===== src/design/dtls_record_handshake_classifier_top_macros.svh =====
// Assertion macros shared by the DTLS record classifier
`ifndef DTLS_RECORD_HANDSHAKE_CLASSIFIER_TOP_MACROS_SVH
`define DTLS_RECORD_HANDSHAKE_CLASSIFIER_TOP_MACROS_SVH

// Check that a condition implies a consequence at the same edge
`define DTLSRC_ASSERT_SAME(lbl, ante, cons, msg) \
  lbl: assert property (@(posedge clk) disable iff (!rst_n) (ante) |-> (cons)) \
    else $error(msg);

// Check that a condition implies a consequence at the next edge
`define DTLSRC_ASSERT_NEXT(lbl, ante, cons, msg) \
  lbl: assert property (@(posedge clk) disable iff (!rst_n) (ante) |=> (cons)) \
    else $error(msg);

`endif


===== src/design/dtlsrc_pkg.sv =====
// Types, constants and codes of the DTLS record classifier
`timescale 1ns / 1ps
package dtlsrc_pkg;

  localparam int HDR_LEN     = 13;
  localparam int PAY_KEEP    = 12;
  localparam int STORE_LEN   = HDR_LEN + PAY_KEEP;
  localparam int STORE_IDX_W = $clog2(STORE_LEN);
  localparam int CNT_W       = 17;
  localparam logic [CNT_W-1:0] CNT_MAX = {CNT_W{1'b1}};

  // Request kinds on the input channel
  localparam logic OP_BYTE  = 1'b0;
  localparam logic OP_CLEAR = 1'b1;

  // Content types
  localparam logic [7:0] CT_NONE  = 8'd0;
  localparam logic [7:0] CT_CCS   = 8'd20;
  localparam logic [7:0] CT_ALERT = 8'd21;
  localparam logic [7:0] CT_HS    = 8'd22;
  localparam logic [7:0] CT_APP   = 8'd23;

  // Handshake message types
  localparam logic [7:0] MT_CHELLO    = 8'd1;
  localparam logic [7:0] MT_SHELLO    = 8'd2;
  localparam logic [7:0] MT_HVR       = 8'd3;
  localparam logic [7:0] MT_CERT      = 8'd11;
  localparam logic [7:0] MT_SKX       = 8'd12;
  localparam logic [7:0] MT_CERTREQ   = 8'd13;
  localparam logic [7:0] MT_HELLODONE = 8'd14;
  localparam logic [7:0] MT_CERTVER   = 8'd15;
  localparam logic [7:0] MT_CKX       = 8'd16;
  localparam logic [7:0] MT_FINISHED  = 8'd20;
  localparam logic [7:0] MT_OPAQUE    = 8'hFF;

  // Session flag bit positions
  localparam int FL_COOKIE = 0;
  localparam int FL_CKE    = 1;
  localparam int FL_CCCS   = 2;
  localparam int FL_SCCS   = 3;
  localparam int FL_CFIN   = 4;
  localparam int FL_SFIN   = 5;
  localparam int FL_CREQ   = 6;
  localparam int FL_NEG    = 7;
  localparam int FL_DONE   = 8;
  localparam int FLAGS_W   = 9;

  // Status bit positions
  localparam int ST_PARSED = 0;
  localparam int ST_COOKIE = 1;
  localparam int ST_ENC    = 2;
  localparam int ST_DONE   = 3;
  localparam int ST_NEG    = 4;

  typedef enum logic [3:0] {
    REQ_NOTSET, REQ_HELLO, REQ_HELLO_COOKIE, REQ_KEYEXCH, REQ_CERTVERIFY,
    REQ_CERT, REQ_FINISHED, REQ_CCS, REQ_ALERT, REQ_APPDATA
  } req_code_t;

  typedef enum logic [3:0] {
    RSP_NOTSET, RSP_HVR, RSP_SHELLO, RSP_CERT, RSP_SKX, RSP_CERTREQ,
    RSP_HELLODONE, RSP_FINISHED, RSP_CCS, RSP_ALERT, RSP_APPDATA
  } rsp_code_t;

  // Captured record handed from the capture stage to the classifier
  typedef struct packed {
    logic                          valid;
    logic [CNT_W-1:0]              len;
    logic [STORE_LEN-1:0][7:0]     bytes;
  } rec_t;

  // One classification result
  typedef struct packed {
    logic [7:0]  alert_severity;
    logic [23:0] fragment_value;
    logic [15:0] length_value;
    logic [47:0] sequence_value;
    logic [15:0] epoch_value;
    logic [4:0]  status_flags;
    logic [7:0]  message_kind;
    logic [7:0]  record_type;
    logic [3:0]  response_code;
    logic [3:0]  request_code;
  } res_t;

  localparam int OUT_DATA_W = ($bits(res_t) + 7) / 8 * 8;

endpackage


===== src/design/dtlsrc_capture.sv =====
// Byte counter, header and payload capture, and the closed-record stage
`timescale 1ns / 1ps
module dtlsrc_capture (
  input  logic                clk,
  input  logic                rst_n,
  input  logic                in_fire,
  input  logic                in_op,
  input  logic [7:0]          in_byte,
  input  logic                in_last,
  input  logic                adv,
  output dtlsrc_pkg::rec_t    rec
);

  logic [dtlsrc_pkg::CNT_W-1:0]              count_r, count_nxt, count_inc;
  logic [dtlsrc_pkg::CNT_W-1:0]              len_r, len_nxt;
  logic                                      close_r, close_nxt;
  logic [dtlsrc_pkg::STORE_LEN-1:0][7:0]     store_r;
  logic                                      byte_fire;

  assign byte_fire = in_fire && (in_op == dtlsrc_pkg::OP_BYTE);
  assign count_inc = (count_r == dtlsrc_pkg::CNT_MAX) ? count_r
                                                      : count_r + 1'b1;

  // Advance the count, snapshot the length, mark the record closed and clear the mark once it advances
  always_comb begin
    count_nxt = count_r;
    len_nxt   = len_r;
    close_nxt = close_r && !adv;
    if (byte_fire) begin
      if (in_last) begin
        count_nxt = '0;
        len_nxt   = count_inc;
        close_nxt = 1'b1;
      end else begin
        count_nxt = count_inc;
      end
    end
  end

  always_ff @(posedge clk) begin
    if (!rst_n) begin
      count_r <= '0;
      close_r <= 1'b0;
    end else begin
      count_r <= count_nxt;
      close_r <= close_nxt;
    end
  end

  // Keep the length with the closed record
  always_ff @(posedge clk) begin
    len_r <= len_nxt;
  end

  // Store header and leading payload bytes; later bytes are only counted
  always_ff @(posedge clk) begin
    if (byte_fire && (count_r < dtlsrc_pkg::CNT_W'(dtlsrc_pkg::STORE_LEN))) begin
      store_r[count_r[dtlsrc_pkg::STORE_IDX_W-1:0]] <= in_byte;
    end
  end

  assign rec.valid = close_r;
  assign rec.len   = len_r;
  assign rec.bytes = store_r;

endmodule


===== src/design/dtlsrc_classify.sv =====
// Record classification and the session progress flags
`timescale 1ns / 1ps
module dtlsrc_classify (
  input  logic                clk,
  input  logic                rst_n,
  input  dtlsrc_pkg::rec_t    rec,
  input  logic                adv,
  input  logic                clear,
  output dtlsrc_pkg::res_t    res
);

  logic [dtlsrc_pkg::FLAGS_W-1:0] flags_r, flags_nxt, flags_upd;
  logic [7:0]  ct, mt, sev;
  logic [15:0] epoch, rlen;
  logic [47:0] seq;
  logic [23:0] frag;
  logic        bad, enc, frag_match;
  logic [3:0]  req, rsp;
  logic [4:0]  status;

  // Pull the header fields out of the stored bytes
  always_comb begin
    ct    = rec.bytes[0];
    epoch = {rec.bytes[3], rec.bytes[4]};
    seq   = {rec.bytes[5], rec.bytes[6], rec.bytes[7], rec.bytes[8], rec.bytes[9],
             rec.bytes[10]};
    rlen  = {rec.bytes[11], rec.bytes[12]};
    frag  = {rec.bytes[22], rec.bytes[23], rec.bytes[24]};
    bad   = (rec.len < dtlsrc_pkg::CNT_W'(dtlsrc_pkg::HDR_LEN)) ||
            (ct == dtlsrc_pkg::CT_NONE) ||
            (rec.len < (dtlsrc_pkg::CNT_W'(dtlsrc_pkg::HDR_LEN) + {1'b0, rlen}));
    frag_match = ({9'd0, rlen} == ({1'b0, frag} + 25'(dtlsrc_pkg::PAY_KEEP)));
  end

  // Decide plaintext and message kind per content type
  always_comb begin
    mt  = 8'd0;
    enc = (epoch != 16'd0);
    case (ct)
      dtlsrc_pkg::CT_HS: begin
        if (rlen < 16'(dtlsrc_pkg::PAY_KEEP)) begin
          mt = dtlsrc_pkg::MT_OPAQUE;
        end else if (frag_match) begin
          mt = rec.bytes[dtlsrc_pkg::HDR_LEN];
        end else begin
          mt  = dtlsrc_pkg::MT_OPAQUE;
          enc = 1'b1;
        end
      end
      dtlsrc_pkg::CT_CCS: begin
        if (rlen == 16'd1) begin
          mt  = rec.bytes[dtlsrc_pkg::HDR_LEN];
          enc = 1'b0;
        end else begin
          mt  = dtlsrc_pkg::MT_OPAQUE;
          enc = 1'b1;
        end
      end
      dtlsrc_pkg::CT_ALERT: begin
        if ((rlen == 16'd2) && !enc) begin
          mt = rec.bytes[dtlsrc_pkg::HDR_LEN+1];
        end else begin
          mt  = dtlsrc_pkg::MT_OPAQUE;
          enc = 1'b1;
        end
      end
      dtlsrc_pkg::CT_APP: begin
        mt  = dtlsrc_pkg::MT_OPAQUE;
        enc = 1'b1;
      end
      default: begin
        mt = 8'd0;
      end
    endcase
  end

  // Classify against the flags as they stood before this record
  always_comb begin
    req = dtlsrc_pkg::REQ_NOTSET;
    rsp = dtlsrc_pkg::RSP_NOTSET;
    case (ct)
      dtlsrc_pkg::CT_HS: begin
        case (mt)
          dtlsrc_pkg::MT_CHELLO:
            req = flags_r[dtlsrc_pkg::FL_COOKIE] ? dtlsrc_pkg::REQ_HELLO_COOKIE
                                                 : dtlsrc_pkg::REQ_HELLO;
          dtlsrc_pkg::MT_CKX:     req = dtlsrc_pkg::REQ_KEYEXCH;
          dtlsrc_pkg::MT_CERTVER: req = dtlsrc_pkg::REQ_CERTVERIFY;
          dtlsrc_pkg::MT_CERT: begin
            if (flags_r[dtlsrc_pkg::FL_CREQ]) req = dtlsrc_pkg::REQ_CERT;
            rsp = dtlsrc_pkg::RSP_CERT;
          end
          dtlsrc_pkg::MT_FINISHED: begin
            if (flags_r[dtlsrc_pkg::FL_CCCS] && !flags_r[dtlsrc_pkg::FL_CFIN])
              req = dtlsrc_pkg::REQ_FINISHED;
            if (flags_r[dtlsrc_pkg::FL_SCCS] && !flags_r[dtlsrc_pkg::FL_SFIN])
              rsp = dtlsrc_pkg::RSP_FINISHED;
          end
          dtlsrc_pkg::MT_HVR:       rsp = dtlsrc_pkg::RSP_HVR;
          dtlsrc_pkg::MT_SHELLO:    rsp = dtlsrc_pkg::RSP_SHELLO;
          dtlsrc_pkg::MT_SKX:       rsp = dtlsrc_pkg::RSP_SKX;
          dtlsrc_pkg::MT_CERTREQ:   rsp = dtlsrc_pkg::RSP_CERTREQ;
          dtlsrc_pkg::MT_HELLODONE: rsp = dtlsrc_pkg::RSP_HELLODONE;
          default: begin
            req = dtlsrc_pkg::REQ_NOTSET;
          end
        endcase
      end
      dtlsrc_pkg::CT_CCS: begin
        if (flags_r[dtlsrc_pkg::FL_CKE] && !flags_r[dtlsrc_pkg::FL_CCCS])
          req = dtlsrc_pkg::REQ_CCS;
        if (flags_r[dtlsrc_pkg::FL_CFIN] && !flags_r[dtlsrc_pkg::FL_SCCS])
          rsp = dtlsrc_pkg::RSP_CCS;
      end
      dtlsrc_pkg::CT_ALERT: begin
        req = dtlsrc_pkg::REQ_ALERT;
        rsp = dtlsrc_pkg::RSP_ALERT;
      end
      dtlsrc_pkg::CT_APP: begin
        req = dtlsrc_pkg::REQ_APPDATA;
        rsp = dtlsrc_pkg::RSP_APPDATA;
      end
      default: begin
        req = dtlsrc_pkg::REQ_NOTSET;
      end
    endcase
  end

  // Advance the handshake progress flags
  always_comb begin
    flags_upd = flags_r;
    if (ct == dtlsrc_pkg::CT_HS) begin
      case (mt)
        dtlsrc_pkg::MT_HVR:     flags_upd[dtlsrc_pkg::FL_COOKIE] = 1'b1;
        dtlsrc_pkg::MT_SHELLO:  flags_upd[dtlsrc_pkg::FL_NEG]    = 1'b1;
        dtlsrc_pkg::MT_CERTREQ: flags_upd[dtlsrc_pkg::FL_CREQ]   = 1'b1;
        dtlsrc_pkg::MT_CKX:     flags_upd[dtlsrc_pkg::FL_CKE]    = 1'b1;
        dtlsrc_pkg::MT_FINISHED: begin
          if (req == dtlsrc_pkg::REQ_FINISHED)
            flags_upd[dtlsrc_pkg::FL_CFIN] = 1'b1;
          else if (rsp == dtlsrc_pkg::RSP_FINISHED)
            flags_upd[dtlsrc_pkg::FL_SFIN] = 1'b1;
          if (flags_upd[dtlsrc_pkg::FL_CFIN] && flags_upd[dtlsrc_pkg::FL_SFIN])
            flags_upd[dtlsrc_pkg::FL_DONE] = 1'b1;
        end
        default: begin
          flags_upd = flags_r;
        end
      endcase
    end else if (ct == dtlsrc_pkg::CT_CCS) begin
      if (req == dtlsrc_pkg::REQ_CCS)
        flags_upd[dtlsrc_pkg::FL_CCCS] = 1'b1;
      else if (rsp == dtlsrc_pkg::RSP_CCS)
        flags_upd[dtlsrc_pkg::FL_SCCS] = 1'b1;
    end
  end

  // Clear request wins over an update in the same cycle
  always_comb begin
    flags_nxt = flags_r;
    if (clear) flags_nxt = '0;
    else if (adv && !bad) flags_nxt = flags_upd;
  end

  always_ff @(posedge clk) begin
    if (!rst_n) begin
      flags_r <= '0;
    end else begin
      flags_r <= flags_nxt;
    end
  end

  // Build the status word and the gated payload fields
  always_comb begin
    status = '0;
    status[dtlsrc_pkg::ST_PARSED] = 1'b1;
    status[dtlsrc_pkg::ST_COOKIE] = (ct == dtlsrc_pkg::CT_HS) &&
                                    (mt == dtlsrc_pkg::MT_CHELLO) &&
                                    flags_upd[dtlsrc_pkg::FL_COOKIE];
    status[dtlsrc_pkg::ST_ENC]    = enc;
    status[dtlsrc_pkg::ST_DONE]   = flags_upd[dtlsrc_pkg::FL_DONE];
    status[dtlsrc_pkg::ST_NEG]    = flags_upd[dtlsrc_pkg::FL_NEG];
    sev = ((ct == dtlsrc_pkg::CT_ALERT) && (rlen >= 16'd2) && !enc)
          ? rec.bytes[dtlsrc_pkg::HDR_LEN] : 8'd0;
  end

  // Drive the result, all zero for a short or truncated record or one of content type zero
  always_comb begin
    res = '0;
    if (!bad) begin
      res.request_code   = req;
      res.response_code  = rsp;
      res.record_type    = ct;
      res.message_kind   = mt;
      res.status_flags   = status;
      res.epoch_value    = epoch;
      res.sequence_value = seq;
      res.length_value   = rlen;
      res.fragment_value = ((ct == dtlsrc_pkg::CT_HS) &&
                            (rlen >= 16'(dtlsrc_pkg::PAY_KEEP)) && !enc) ? frag : 24'd0;
      res.alert_severity = sev;
    end
  end

endmodule


===== src/design/dtls_record_handshake_classifier_top.sv =====
// Top level of the DTLS record classifier: capture, classify, result register
// The block takes one datagram byte per cycle while in_tready is high. The byte
// flagged by in_tlast closes the record in the capture register; the output
// register then takes the classification, computed from the stored 13-byte
// header and first 12 payload bytes in a single pass. A new datagram may start
// in the very next cycle while in_tready is high, so the sustained rate is one
// request per cycle. in_tready drops only while a closed record waits and the
// output register still holds an untaken result. A session-clear request
// (in_tuser high) clears the handshake flags and gives no result.
`timescale 1ns / 1ps
`include "dtls_record_handshake_classifier_top_macros.svh"
module dtls_record_handshake_classifier_top (
  input  logic         clk,
  input  logic         rst_n,
  input  logic         in_tvalid,
  output logic         in_tready,
  input  logic [7:0]   in_tdata,   // data_byte
  input  logic         in_tuser,   // op
  input  logic         in_tlast,   // last_byte
  output logic         out_tvalid,
  input  logic         out_tready,
  output logic [dtlsrc_pkg::OUT_DATA_W-1:0] out_tdata
  // out_tdata: request_code[3:0], response_code[7:4], record_type[15:8],
  // message_kind[23:16], status_flags[28:24], epoch_value[44:29],
  // sequence_value[92:45], length_value[108:93], fragment_value[132:109],
  // alert_severity[140:133], zero fill above
);

  dtlsrc_pkg::rec_t rec;
  dtlsrc_pkg::res_t res, out_r;
  logic             out_valid_r, out_valid_nxt;
  logic             in_fire, out_free, adv, clear;

  assign out_free  = !out_valid_r || out_tready;
  assign adv       = rec.valid && out_free;
  assign in_tready = !rec.valid || out_free;
  assign in_fire   = in_tvalid && in_tready;
  assign clear     = in_fire && (in_tuser == dtlsrc_pkg::OP_CLEAR);

  dtlsrc_capture u_capture (
    .clk     (clk),
    .rst_n   (rst_n),
    .in_fire (in_fire),
    .in_op   (in_tuser),
    .in_byte (in_tdata),
    .in_last (in_tlast),
    .adv     (adv),
    .rec     (rec)
  );

  dtlsrc_classify u_classify (
    .clk   (clk),
    .rst_n (rst_n),
    .rec   (rec),
    .adv   (adv),
    .clear (clear),
    .res   (res)
  );

  // Hold the result until the downstream side takes it
  assign out_valid_nxt = adv || (out_valid_r && !out_tready);

  always_ff @(posedge clk) begin
    if (!rst_n) begin
      out_valid_r <= 1'b0;
    end else begin
      out_valid_r <= out_valid_nxt;
    end
  end

  always_ff @(posedge clk) begin
    if (adv) out_r <= res;
  end

  assign out_tvalid = out_valid_r;
  assign out_tdata  = dtlsrc_pkg::OUT_DATA_W'(out_r);

  // Input stalls only behind a held result
  `DTLSRC_ASSERT_SAME(a_stall_cause, !in_tready, out_tvalid && !out_tready, "stall without held result")
  // A record that did not parse carries not-set codes
  `DTLSRC_ASSERT_SAME(a_unparsed_zero, out_tvalid && !out_r.status_flags[dtlsrc_pkg::ST_PARSED], (out_r.request_code == dtlsrc_pkg::REQ_NOTSET) && (out_r.response_code == dtlsrc_pkg::RSP_NOTSET), "unparsed record with codes")
  // Application data is always reported encrypted
  `DTLSRC_ASSERT_SAME(a_app_enc, out_tvalid && (out_r.request_code == dtlsrc_pkg::REQ_APPDATA), out_r.status_flags[dtlsrc_pkg::ST_ENC], "appdata not encrypted")
  // A closed last byte with no record waiting marks the record closed in the next cycle
  `DTLSRC_ASSERT_NEXT(a_close_to_out, in_fire && !in_tuser && in_tlast && !rec.valid, rec.valid, "closed record not staged")

endmodule

===== config.mk =====
export PLATFORM = sky130hd
export DESIGN_NAME = dtls_record_handshake_classifier_top
export DESIGN_NICKNAME = d
export VERILOG_FILES = /design/src/design/dtlsrc_pkg.sv /design/src/design/dtlsrc_capture.sv /design/src/design/dtlsrc_classify.sv /design/src/design/dtls_record_handshake_classifier_top.sv
export VERILOG_INCLUDE_DIRS = /design/src /design/src/design
export SDC_FILE = /design/constraint.sdc
export NUM_CORES = 1
export LEC_CHECK = 0
export ABC_AREA = 1
export BUFFER_PORTS_ARGS = -buffer_cell sky130_fd_sc_hd__buf_2
export CORE_MARGIN = 1.5
export CORE_UTILIZATION = 52
export CTS_BUF_LIST = sky130_fd_sc_hd__clkbuf_8
export DETAILED_ROUTE_END_ITERATION = 8
export PLACE_DENSITY = 0.76
export SLEW_MARGIN = 40
export SYNTH_ARGS = -nofsm -noshare
export SYNTH_HDL_FRONTEND = slang
export SYNTH_SLANG_ARGS = --single-unit
export TNS_END_PERCENT = 100

===== constraint.sdc =====
create_clock -name clk -period 7.6 [get_ports clk]
set_input_delay 0.38 -clock clk [delete_from_list [all_inputs] [get_ports clk]]
set_output_delay 0.38 -clock clk [all_outputs]
set_load 0.01 [all_outputs]

==> flow_results.org <==
** Status
- Run status :: finished, final reports clean

** Power
- The analysis attributes to cell leakage a power of 6.37 nW.
- The clock network is responsible for between 40 and 50% of the overall power.
- Switch share :: between 20% and 30%
- Combinational share of power :: under 10%
- Dividing total power by cell area gives a power density of 215 nW/µm².
- Reported net switching power :: 731 µW
- Sequential power share :: 55.8%
- Maximum VDD drop :: 125 µV
- Total design power :: about 3.4 mW
- Cell internal pwr :: ~2.7 mW

** Worst setup path
- The slowest stage of the critical path belongs to the cell buf_4.
- The cell that appears most often on the critical path is nor2_1.
- By startpoint and endpoint, the worst setup path is classified as flip-flop to flip-flop.
- WP data required :: between 7 and 8 ns
- Crit. End Element :: flip-flop
- Grouping stages by cell kind, the critical path spends the most delay in simple AND/OR/NAND/NOR gates.
- In this run the register-to-register setup slack is 3.49 ns.
- Counting cells, the worst reg-to-reg path comes to 18.
- STA classifies the critical path startpoint as a flip-flop.
- The critical path goes through ha_1 > nor2_1 > inv_1 > nand3_1 > nor2_1 > nand2_1 > nor3_1 > nand3_1 > nor3_1 > nand3_1 > ha_1 > nand2_1 > nor2_1 > nand2_1 > o211ai_1 > nand2_4 > buf_4 > nor2_1.
- Endpoint of the lowest-slack register-to-register path :: out_tdata[49]$_SDFFCE_PN0P_
- In this run the worst path has a maximum fanout of 71.
- Critical path arrival :: around 4.4 ns
- The largest single stage delay on the critical path is 0.67 ns.
- Number of buffers and inverters on the critical path :: 2
- In this run the critical register-to-register path is launched from u_capture.rec[96]$_DFFE_PP_.

** Timing
- Worst setup skew after layout :: 0.0224 ns
- Setup Total Neg Slack :: 0 ns
- Of the available clock period, the critical path in the final layout requires 54.1%.
- Fin. Hold Viols :: 0
- Setup repair after global routing left no endpoint under its margin.
- For the finished layout, the period the worst path requires is about 4.1 ns.
- Setup violations remaining at the end of the flow were counted as 0.
- Across all setup checks in the final design, the least slack found is 3.49 ns.
- Max_slew headroom :: a little under half
- At the pin with the least slew margin, the transition time is 0.816 ns.
- Worst hold-check slack :: roughly 0.095 ns
- Static timing analysis puts the maximum clock frequency at 243 MHz.
- The count of final max-slew check failures came to 0.

** Place
- Number of cells in the design after placement :: 1746
- Before CTS, the worst setup slack after placement is 3.46 ns.
- Area after detailed placement :: 14900 µm²
- Estimated wirelength of the detail-placed design :: roughly 21 mm
- The count of buffers added on input and output ports is 156.
- GPL Wtd Cong :: 0.960

** Job
- Maximum capacitance violations :: 0

** Synth
- Number of register bits inferred by synthesis :: 314
- In this run the mean area of a mapped cell was 10.9 µm².
- In the synthesized netlist, mux cells make up 0% of the area.
- Post-synthesis adder-cell area fraction :: 2.18%
- Sequential element share of the synthesized area :: 66.4%
- Summing every instance area after synthesis gives 13800 µm².
- In the synthesized netlist the dominant register cell turns out to be edfxtp_1.
- Post-synth EDFFs :: 286
- Summing the areas of all xor and xnor instances in the mapped netlist gives 2.03% of the synthesized area.
- YS warnings :: 0
- Area fraction in and, or, nand and nor cells after synthesis :: 18.7%
- Area fraction in compound gates after synthesis :: 4.47%
- Synthesized netlist cell count :: 1267
- Counting flops with an async set or reset pin after synthesis yields a share of 0%.
- The synthesized netlist contains 56 unique library cells.
- Dominant combinational cell family by area after synthesis :: simple AND/OR/NAND/NOR gates

** Cells and area
- Growth of design area from synthesis to finish :: 15.5%
- Utilization after layout :: 61.1%
- In the final layout, flip-flops and latches occupy 9150 µm².
- Most common library cell in the layout ignoring fill and taps :: edfxtp_1
- Fraction of final layout cells with drive strength greater than 1 :: 18.7%
- The number of antenna diodes in the final layout is 0.
- For this run, the post-layout net count is 1499.
- Post-route standard cell area excluding fillers :: around 16000 µm²
- Top library cells by usage in the layout, fill and taps aside :: edfxtp_1 (286), nand2_1 (216), nor2_1 (210)
- Number of cells in the finished layout apart from fillers :: 1835
- The multi-input combinational cells in the finished layout cover a total of approximately 3800 µm².
- Fill cells in the final layout number between 2000 and 2500.

** CTS
- Hold-fix buffers at CTS :: 0
- Once the clock tree was built, the setup fixing pass inserted 0 buffers.
- Insertion delay to the later sink of the worst-skew pair :: 0.58 ns
- In this run the clock root is driven by a clkbuf_8.
- The clock net in this run drives a total of 314 sinks.
- Clock tree from TritonCTS :: built
- Clock-pin slew was measured on the worst setup and hold paths at 0.06 ns.
- TritonCTS created 48 clock buffers.
- Once the clock tree was built, the resizer swapped 0 gates to a different size.
- The H-tree was split into 2 levels.
- The clock passes through at most 3 buffers.

** Global routing
- Met2 layer usage reported by global route :: 36.6%
- Largest net degree at the start of global routing :: 75
- Global routing used 4.19% of the available met3 tracks.
- Across every metal layer, demand over resource in global routing totals 22.7%.
- The number of global-route vias before repair was 9384.
- Global routing finished with a remaining overflow of 0.
- Layer with the highest usage after global routing :: met2
- First-pass GRT wire length :: 49.4 mm
- For this run, global-route usage on met1 was measured as 31.5%.
- Number of antenna violations at the first check in global routing :: 0

** Min path
- The path class of the tightest hold or removal check is input port to flip-flop.
- Min-Delay Startpoint :: out_tready
- For hold timing, the worst endpoint is out_tvalid$_SDFF_PN0_.
- Worst hold path depth :: 4

** Floorplan
- Die Span X :: 166 µm
- For this design the top-level I/O count stands at 160.
- DIE HEIGHT :: between 150 and 200 µm
- Area of the die :: approximately 27000 µm²
- Row cnt :: 59
- Starting Density :: 52.9%
- The core region is between 20000 and 30000 µm².

** Routing
- For this run, design rule violations remaining after detail routing come to 0.
- The detail route stage leaves a number of antenna-violating nets equal to 0.
- After detailed routing, the number of vias per cell comes to about 5.2.
- Total Wirelength :: 31.0 mm
- Violation count after the first detailed-routing iteration :: 868
- The pre-antenna-repair detailed-routing pass consisted of 6 iterations.
- Via count of the routed design :: 9602
- Routed WL per cell :: around 17 µm
[how the worst max path moves through the flow]
stage,slack [ns],start,cells after the start,endpoint
floorplan,3.79,out_tready,4,out_tdata[0]$_SDFFCE_PN0P_
global placement,3.70,u_capture.rec[96]$_DFFE_PP_,18,out_tdata[64]$_SDFFCE_PN0P_
detailed placement,3.46,u_capture.rec[96]$_DFFE_PP_,18,out_tdata[49]$_SDFFCE_PN0P_
CTS,3.47,u_capture.rec[96]$_DFFE_PP_,18,out_tdata[49]$_SDFFCE_PN0P_
global route,3.08,u_capture.rec[96]$_DFFE_PP_,18,out_tdata[49]$_SDFFCE_PN0P_
finish,3.49,u_capture.rec[96]$_DFFE_PP_,18,out_tdata[49]$_SDFFCE_PN0P_
[per-layer routing]
layer | routed length [µm] | part of all wire (%)
met5 | 0 | 0
met2 | 14500 | 47
met1 | 13600 | 44
met4 | 702 | 2.3
met3 | 2250 | 7.2
[registers in the layout (all words and copies together) (netlist names)]
name	flops
u_capture.len_r	17
u_capture.count_r	17
u_capture.rec	128
out_tdata	141
u_capture.close_r	1
out_tvalid	1
u_classify.flags_r	9
[layout make-up]
class | instances | share of cell area (%)
Multi-Input combinational cell | 741 | 24.0
Inverter | 194 | 4.60
Clock buffer | 48 | 4.15
Sequential cell | 314 | 57.5
Timing Repair Buffer | 162 | 5.21
Tap cell | 335 | 2.63
Clock inverter | 41 | 1.94
[worst register-to-register path: stages, from the launching register on]
cell and delay [ns]:
edfxtp_1 0.45, ha_1 0.23, nor2_1 0.08, inv_1 0.05, nand3_1 0.09, nor2_1 0.11
nand2_1 0.09, nor3_1 0.25, nand3_1 0.17, nor3_1 0.26, nand3_1 0.13, ha_1 0.31
nand2_1 0.08, nor2_1 0.05, nand2_1 0.05, o211ai_1 0.14, nand2_4 0.38, buf_4 0.69
nor2_1 0.21
[synth_stat cells, types with 3 or more instances]
| cell type | number | area [µm²] |
|---|---|---|
| ha_1 | 24 | 300 |
| o211ai_1 | 5 | 37.5 |
| nor4_1 | 9 | 56.3 |
| xor2_1 | 18 | 158 |
| o21ai_0 | 17 | 85.1 |
| clkbuf_1 | 16 | 60.1 |
| a21oi_1 | 47 | 235 |
| inv_2 | 6 | 22.5 |
| xnor2_1 | 14 | 123 |
| edfxtp_1 | 286 | 8590 |
| inv_1 | 186 | 698 |
| nand4_1 | 21 | 131 |
| nor2_1 | 211 | 792 |
| nand3_1 | 52 | 260 |
| nor3_1 | 21 | 105 |
| buf_4 | 4 | 30.0 |
| a31oi_1 | 3 | 18.8 |
| o21a_1 | 3 | 22.5 |
| a22oi_1 | 4 | 30.0 |
| nand2_2 | 5 | 31.3 |
| dfxtp_1 | 28 | 561 |
| buf_1 | 4 | 15.0 |
| nand2_1 | 217 | 815 |
| nor2_2 | 8 | 50.1 |
| nand3_2 | 9 | 90.1 |
| nor2_4 | 8 | 90.1 |
| a21oi_2 | 6 | 52.6 |
[cells by family (layout without fill, tap and decap cells)]
family,count (synthesis),count (layout)
flip-flops,314,314
other,1,10
AO/OA/AOI/OAI,99,99
buffers and inverters,221,445
XOR/XNOR,32,32
AND/OR/NAND/NOR,576,576
adder cells (fa/ha/maj),24,24
[power groups by stage]
stage	Sequential, mW	Clock, mW	Combinational, mW
after global placement	1.94	0	0.0894
final	1.90	1.42	0.0920
after CTS	1.91	1.44	0.0927
after floorplan	1.95	0	0.0390
after detailed placement	1.94	0	0.0921
after global routing	1.91	1.52	0.101
Power figures use the tool's default switching activity.
